===== config.mk =====
export PLATFORM = sky130hd
export DESIGN_NAME = islt_ctrl
export DESIGN_NICKNAME = d
export VERILOG_FILES = /design/src/hdl/islt_pkg.sv /design/src/hdl/islt_ctrl.sv
export SDC_FILE = /design/constraint.sdc
export NUM_CORES = 1
export LEC_CHECK = 0
export BUFFER_PORTS_ARGS = -buffer_cell sky130_fd_sc_hd__buf_2
export CAP_MARGIN = 20
export CORE_AREA = 8 8 45 47
export DETAILED_ROUTE_END_ITERATION = 8
export DIE_AREA = 0 0 53 55
export GPL_TIMING_DRIVEN = 0
export PLACE_DENSITY = 0.55
export SLEW_MARGIN = 0
export SYNTH_ARGS = -nofsm -noshare
export SYNTH_HDL_FRONTEND = slang
export SYNTH_SLANG_ARGS = --single-unit

===== constraint.sdc =====
create_clock -name clk -period 2.2 [get_ports clk]
set_clock_uncertainty 0.05 [all_clocks]
set_input_delay 0.44 -clock clk [delete_from_list [all_inputs] [get_ports clk]]
set_output_delay 0.44 -clock clk [all_outputs]
set_load 0.02 [all_outputs]

===== src/hdl/islt_pkg.sv =====
// Shared types and constants for the innermost span lookup table.
`timescale 1ns / 1ps

package islt_pkg;

	localparam int DEF_MAX_ENTRIES = 256;
	localparam int DEF_COORD_BITS  = 16;
	localparam int FIELD_W         = 16;
	localparam int REQ_W           = 2;
	localparam int STAT_W          = 2;
	localparam int INDEX_W         = 8;

	typedef enum logic [REQ_W-1:0] {
		REQ_ADD    = 2'd0,
		REQ_LOOKUP = 2'd1,
		REQ_CLEAR  = 2'd2,
		REQ_NONE   = 2'd3
	} req_t;

	typedef enum logic [STAT_W-1:0] {
		STAT_OK        = 2'd0,
		STAT_NOT_FOUND = 2'd1,
		STAT_FULL      = 2'd2
	} stat_t;

	// Commands from the controller to the datapath.
	typedef struct packed {
		logic do_add;
		logic do_clear;
		logic ack_ok;
		logic start_lookup;
		logic scan_issue;
		logic finish_lookup;
	} ctrl_cmd_t;

	// Status from the datapath to the controller.
	typedef struct packed {
		logic empty;
		logic scan_last;
	} dp_sts_t;

endpackage


===== src/hdl/islt_ctrl.sv =====
// Controller: request decode, lookup scan sequencing and response valid.
`timescale 1ns / 1ps

module islt_ctrl (
	input  logic                        clk,
	input  logic                        arst_n,
	input  logic                        req_valid,
	input  logic [islt_pkg::REQ_W-1:0]  req_type,
	input  logic                        rsp_ready,
	input  islt_pkg::dp_sts_t           sts,
	output islt_pkg::ctrl_cmd_t         cmd,
	output logic                        req_ready,
	output logic                        rsp_valid
);

	import islt_pkg::*;

	typedef enum logic [1:0] {
		S_IDLE,
		S_SCAN,
		S_DRAIN,
		S_FINISH
	} state_t;

	state_t state_q;
	logic   rsp_valid_q;
	logic   accept;
	logic   rsp_set;
	req_t   req;

	assign req       = req_t'(req_type);
	assign req_ready = (state_q == S_IDLE) && (!rsp_valid_q || rsp_ready);
	assign accept    = req_valid && req_ready;
	assign rsp_valid = rsp_valid_q;
	// Raise the result beat at accept for non-lookup requests and at the end of a lookup.
	assign rsp_set   = (accept && (req != REQ_LOOKUP)) || (state_q == S_FINISH);

	always_comb begin
		cmd               = '0;
		cmd.scan_issue    = (state_q == S_SCAN);
		cmd.finish_lookup = (state_q == S_FINISH);
		if (accept) begin
			unique case (req)
				REQ_ADD:    cmd.do_add       = 1'b1;
				REQ_LOOKUP: cmd.start_lookup = 1'b1;
				REQ_CLEAR:  cmd.do_clear     = 1'b1;
				default:    cmd.ack_ok       = 1'b1;
			endcase
		end
	end

	always_ff @(posedge clk or negedge arst_n) begin
		if (!arst_n) begin
			state_q     <= S_IDLE;
			rsp_valid_q <= 1'b0;
		end else begin
			if (rsp_set) begin
				rsp_valid_q <= 1'b1;
			end else if (rsp_valid_q && rsp_ready) begin
				rsp_valid_q <= 1'b0;
			end
			unique case (state_q)
				S_IDLE: begin
					if (accept && (req == REQ_LOOKUP)) begin
						// Empty table: nothing to scan.
						state_q <= sts.empty ? S_FINISH : S_SCAN;
					end
				end
				S_SCAN: begin
					if (sts.scan_last) begin
						state_q <= S_DRAIN;
					end
				end
				S_DRAIN: begin
					// Last read compares here.
					state_q <= S_FINISH;
				end
				S_FINISH: begin
					state_q <= S_IDLE;
				end
				default: state_q <= S_IDLE;
			endcase
		end
	end

endmodule


==> results.sh <==
export IMPL_syn_inst=30
export IMPL_antenna_found_initial=0
export IMPL_crit_fanout=4
export IMPL_grt_ovfl_total=0
export IMPL_seqPwrFrac_pct=21.6
export IMPL_ys_seq_area_share_pct=28.04
export IMPL_grt_max_degree=5
export IMPL_cts_buffers=3
export IMPL_yosysWarnings=0
export IMPL_timing_slew_headroom_pct=90.90
export IMPL_grt_pass1_vias=248
export IMPL_swShare_pct=44.39
export IMPL_start_kind="register"
export IMPL_initial_core_util_pct=19.35
export IMPL_place_area_um2=362.8
export IMPL_cts_tree="built"
export IMPL_worst_slack_ns=0.2539
export IMPL_chipHeight_um=55
export IMPL_syn_area_um2=267.8
export IMPL_crit_top_cell="and3_1"
export IMPL_die_w_um=53
export IMPL_vias_per_cell=4.167
export IMPL_ir_worst_vdd_v=0.0003179
export IMPL_critPathBufInv=2
export IMPL_fin_cells=66
export IMPL_grt_pass1_wl_um=966
export IMPL_wire_per_inst_um=10.20
export IMPL_worstPathCellList="inv_1, ha_1, and3_1, and3_1, buf_2"
export IMPL_dpl_cell_count=61
export IMPL_power_density_nw_per_um2=1266
export IMPL_dpl_hpwl_um=567.6
export IMPL_clkPwrFrac_pct=18.6
export IMPL_ys_seq_elements=3
export IMPL_fin_nets=64
export IMPL_core_area_um2=1384
export IMPL_power_switching_mw=0.2242
export IMPL_pre_cts_ws_ns=0.4411
export IMPL_synth_cell_types=14
export IMPL_post_cts_setup_buffer_count=0
export IMPL_cp_slowest_cell="dfrtp_1"
export IMPL_max_freq_mhz=513.8
export IMPL_die_area_um2=2915
export IMPL_leakage_nw=0.2335
export IMPL_cts_root_buf="clkbuf_4"
export IMPL_rsz0062_at_grt="false"
export IMPL_period_share_pct=88.46
export IMPL_power_internal_mw=0.2809
export IMPL_drv_slew=0
export IMPL_syn_nets=43
export IMPL_syn2layout_area_growth_pct=49.07
export IMPL_final_min_clock_period_ns=1.946
export IMPL_fin_tns_setup_ns=0
export IMPL_critPathKind="reg2out"
export IMPL_grt_total_usage_pct=4.593
export IMPL_gp_congestion=0.7270
export IMPL_setup_viol_count_final=0
export IMPL_drc_errors=0
export IMPL_design_area_um2=399.1
export IMPL_cts_buffer_depth=2
export IMPL_fin_util_pct=28.84
export IMPL_worst_slew_pin_slew_ns=0.1327
export IMPL_critPathTopFamily="flip-flops"
export IMPL_max_stage_delay_ns=0.40
export IMPL_worstSetupEndpointType="primary output"
export IMPL_clkTransAtPathRegs_ns=0.03
export IMPL_rows=14
export IMPL_clock_latency_ns=0.23
export IMPL_drt_first_pass_iters=1
export IMPL_timing_hold_violations_final=0
export IMPL_cts_resized=0
export IMPL_drtAntennaViolNets=0
export IMPL_antenna_cells=0
export IMPL_arrival_ns=1.46
export IMPL_synth_area_per_cell_um2=8.925
export IMPL_num_vias=275
export IMPL_io_buffer_count=15
export IMPL_layout_drive_gt1_share_pct=38.00
export IMPL_drtIter0Drc=0
export IMPL_cp_required_ns=1.71
export IMPL_routed_wl_um=673
export IMPL_clock_sinks=3
export IMPL_status="finished clean"
export IMPL_hold_class="in2async"
export IMPL_htreeDepth=1
export IMPL_share_comb_of_total_power_pct=59.9
export IMPL_cap_violations=0
export IMPL_io_pin_count=16
## final cells by class
type / instances / area, µm²
fill: 161 / 984.7
clock buffer: 4 / 26.28
tap: 16 / 20.02
multi-input combinational: 25 / 185.2
timing repair buffer: 16 / 85.08
sequential: 3 / 75.07
inverter: 2 / 7.507
## path summary, 6_finish.rpt
path	startpoint	slack [ns]	depth (start not counted)	end
setup / recovery	state_q[0]$_DFFE_PN0P_	0.25	5	cmd[3]
min in group clk	sts[1]	0.49	3	state_q[1]$_DFFE_PN0P_
hold reg to reg	rsp_valid$_DFFE_PN0P_	0.53	2	rsp_valid$_DFFE_PN0P_
max in group asynchronous	arst_n	1.50	2	rsp_valid$_DFFE_PN0P_
hold / removal	arst_n	0.49	2	state_q[0]$_DFFE_PN0P_
setup reg to reg	state_q[1]$_DFFE_PN0P_	0.77	6	state_q[0]$_DFFE_PN0P_
## layer usage
layer / GRT usage (%) / part of all wire, % / up-vias
li1: - / - / 140
met1: 3.957 / 37 / 122
met2: 7.227 / 46 / 13
met3: 3.209 / 17 / 0
met4: 3.879 / 0 / 0
met5: 0 / 0 / -
## placed cells by master (no fill, tap or decap), drive strengths merged
cell         count
and2             1
nand2b           2
ha               5
nor3             1
a31o             1
and3             2
dfrtp            3
nand2            3
buf             15
dlygate4sd3      1
inv              2
nand3b           1
and2b            1
nor2             5
mux2i            3
clkbuf           4
## cells in the mapped netlist
library cell | count | area share (%)
a31o_1 | 1 | 3.3
and2_1 | 1 | 2.3
and2b_1 | 1 | 2.8
and3_1 | 2 | 4.7
dfrtp_1 | 3 | 28
ha_1 | 5 | 23
inv_1 | 2 | 2.8
mux2i_1 | 3 | 11
nand2_1 | 3 | 4.2
nand2b_1 | 1 | 2.3
nand2b_2 | 1 | 3.3
nand3b_1 | 1 | 2.8
nor2_1 | 5 | 7.0
nor3_1 | 1 | 1.9
## worst register-to-register path, delay by kind of cell (launching register included)
family                     cells  cell delay [ns]
DFF                            1             0.37
and+or+nand+nor                2             0.24
AOI/OAI and AO/OA              1             0.20
muxes                          1             0.20
adders and majority gates      1             0.19
buffers and inverters          1             0.09
## kinds of logic (layout without fill, tap and decap cells)
group / after synthesis / count (layout) / synth area share [%]
simple gates: 16 / 16 / 31.31
compound gates: 1 / 1 / 3.272
mux: 3 / 3 / 11.22
fa+ha+maj: 5 / 5 / 23.36
buf+inv: 2 / 22 / 2.805
flops: 3 / 3 / 28.04
## flip-flops by register name, indices dropped and copies added (netlist names)
register	count
rsp_valid	1
state_q	2
## metrics by stage
| step | power (mW) | hold WS [ns] |
|---|---|---|
| 6_report | 0.5052 | 0.4870 |
| 5_1_grt | 0.5576 | 0.4959 |
| 4_1_cts | 0.5193 | 0.4873 |
| 3_5_place_dp | 0.4155 | 0.1890 |
| 3_3_place_gp | 0.4076 | 0.1881 |
| 2_1_floorplan | 0.3348 | 0.09441 |
## power by group through the flow
stage | Clock, mW | Sequential, mW | Combinational, mW
after floorplan | 0 | 0.116 | 0.219
after global placement | 0 | 0.108 | 0.300
after detailed placement | 0 | 0.109 | 0.306
after CTS | 0.100 | 0.109 | 0.310
after global routing | 0.105 | 0.114 | 0.339
final | 0.0938 | 0.109 | 0.302
## what timing repair did
action                                 CTS  global route
setup endpoints to repair                0             0
hold buffers                             1             0
endpoints found under the hold margin    3             0
No activity file was read; power rests on OpenSTA's default activity.
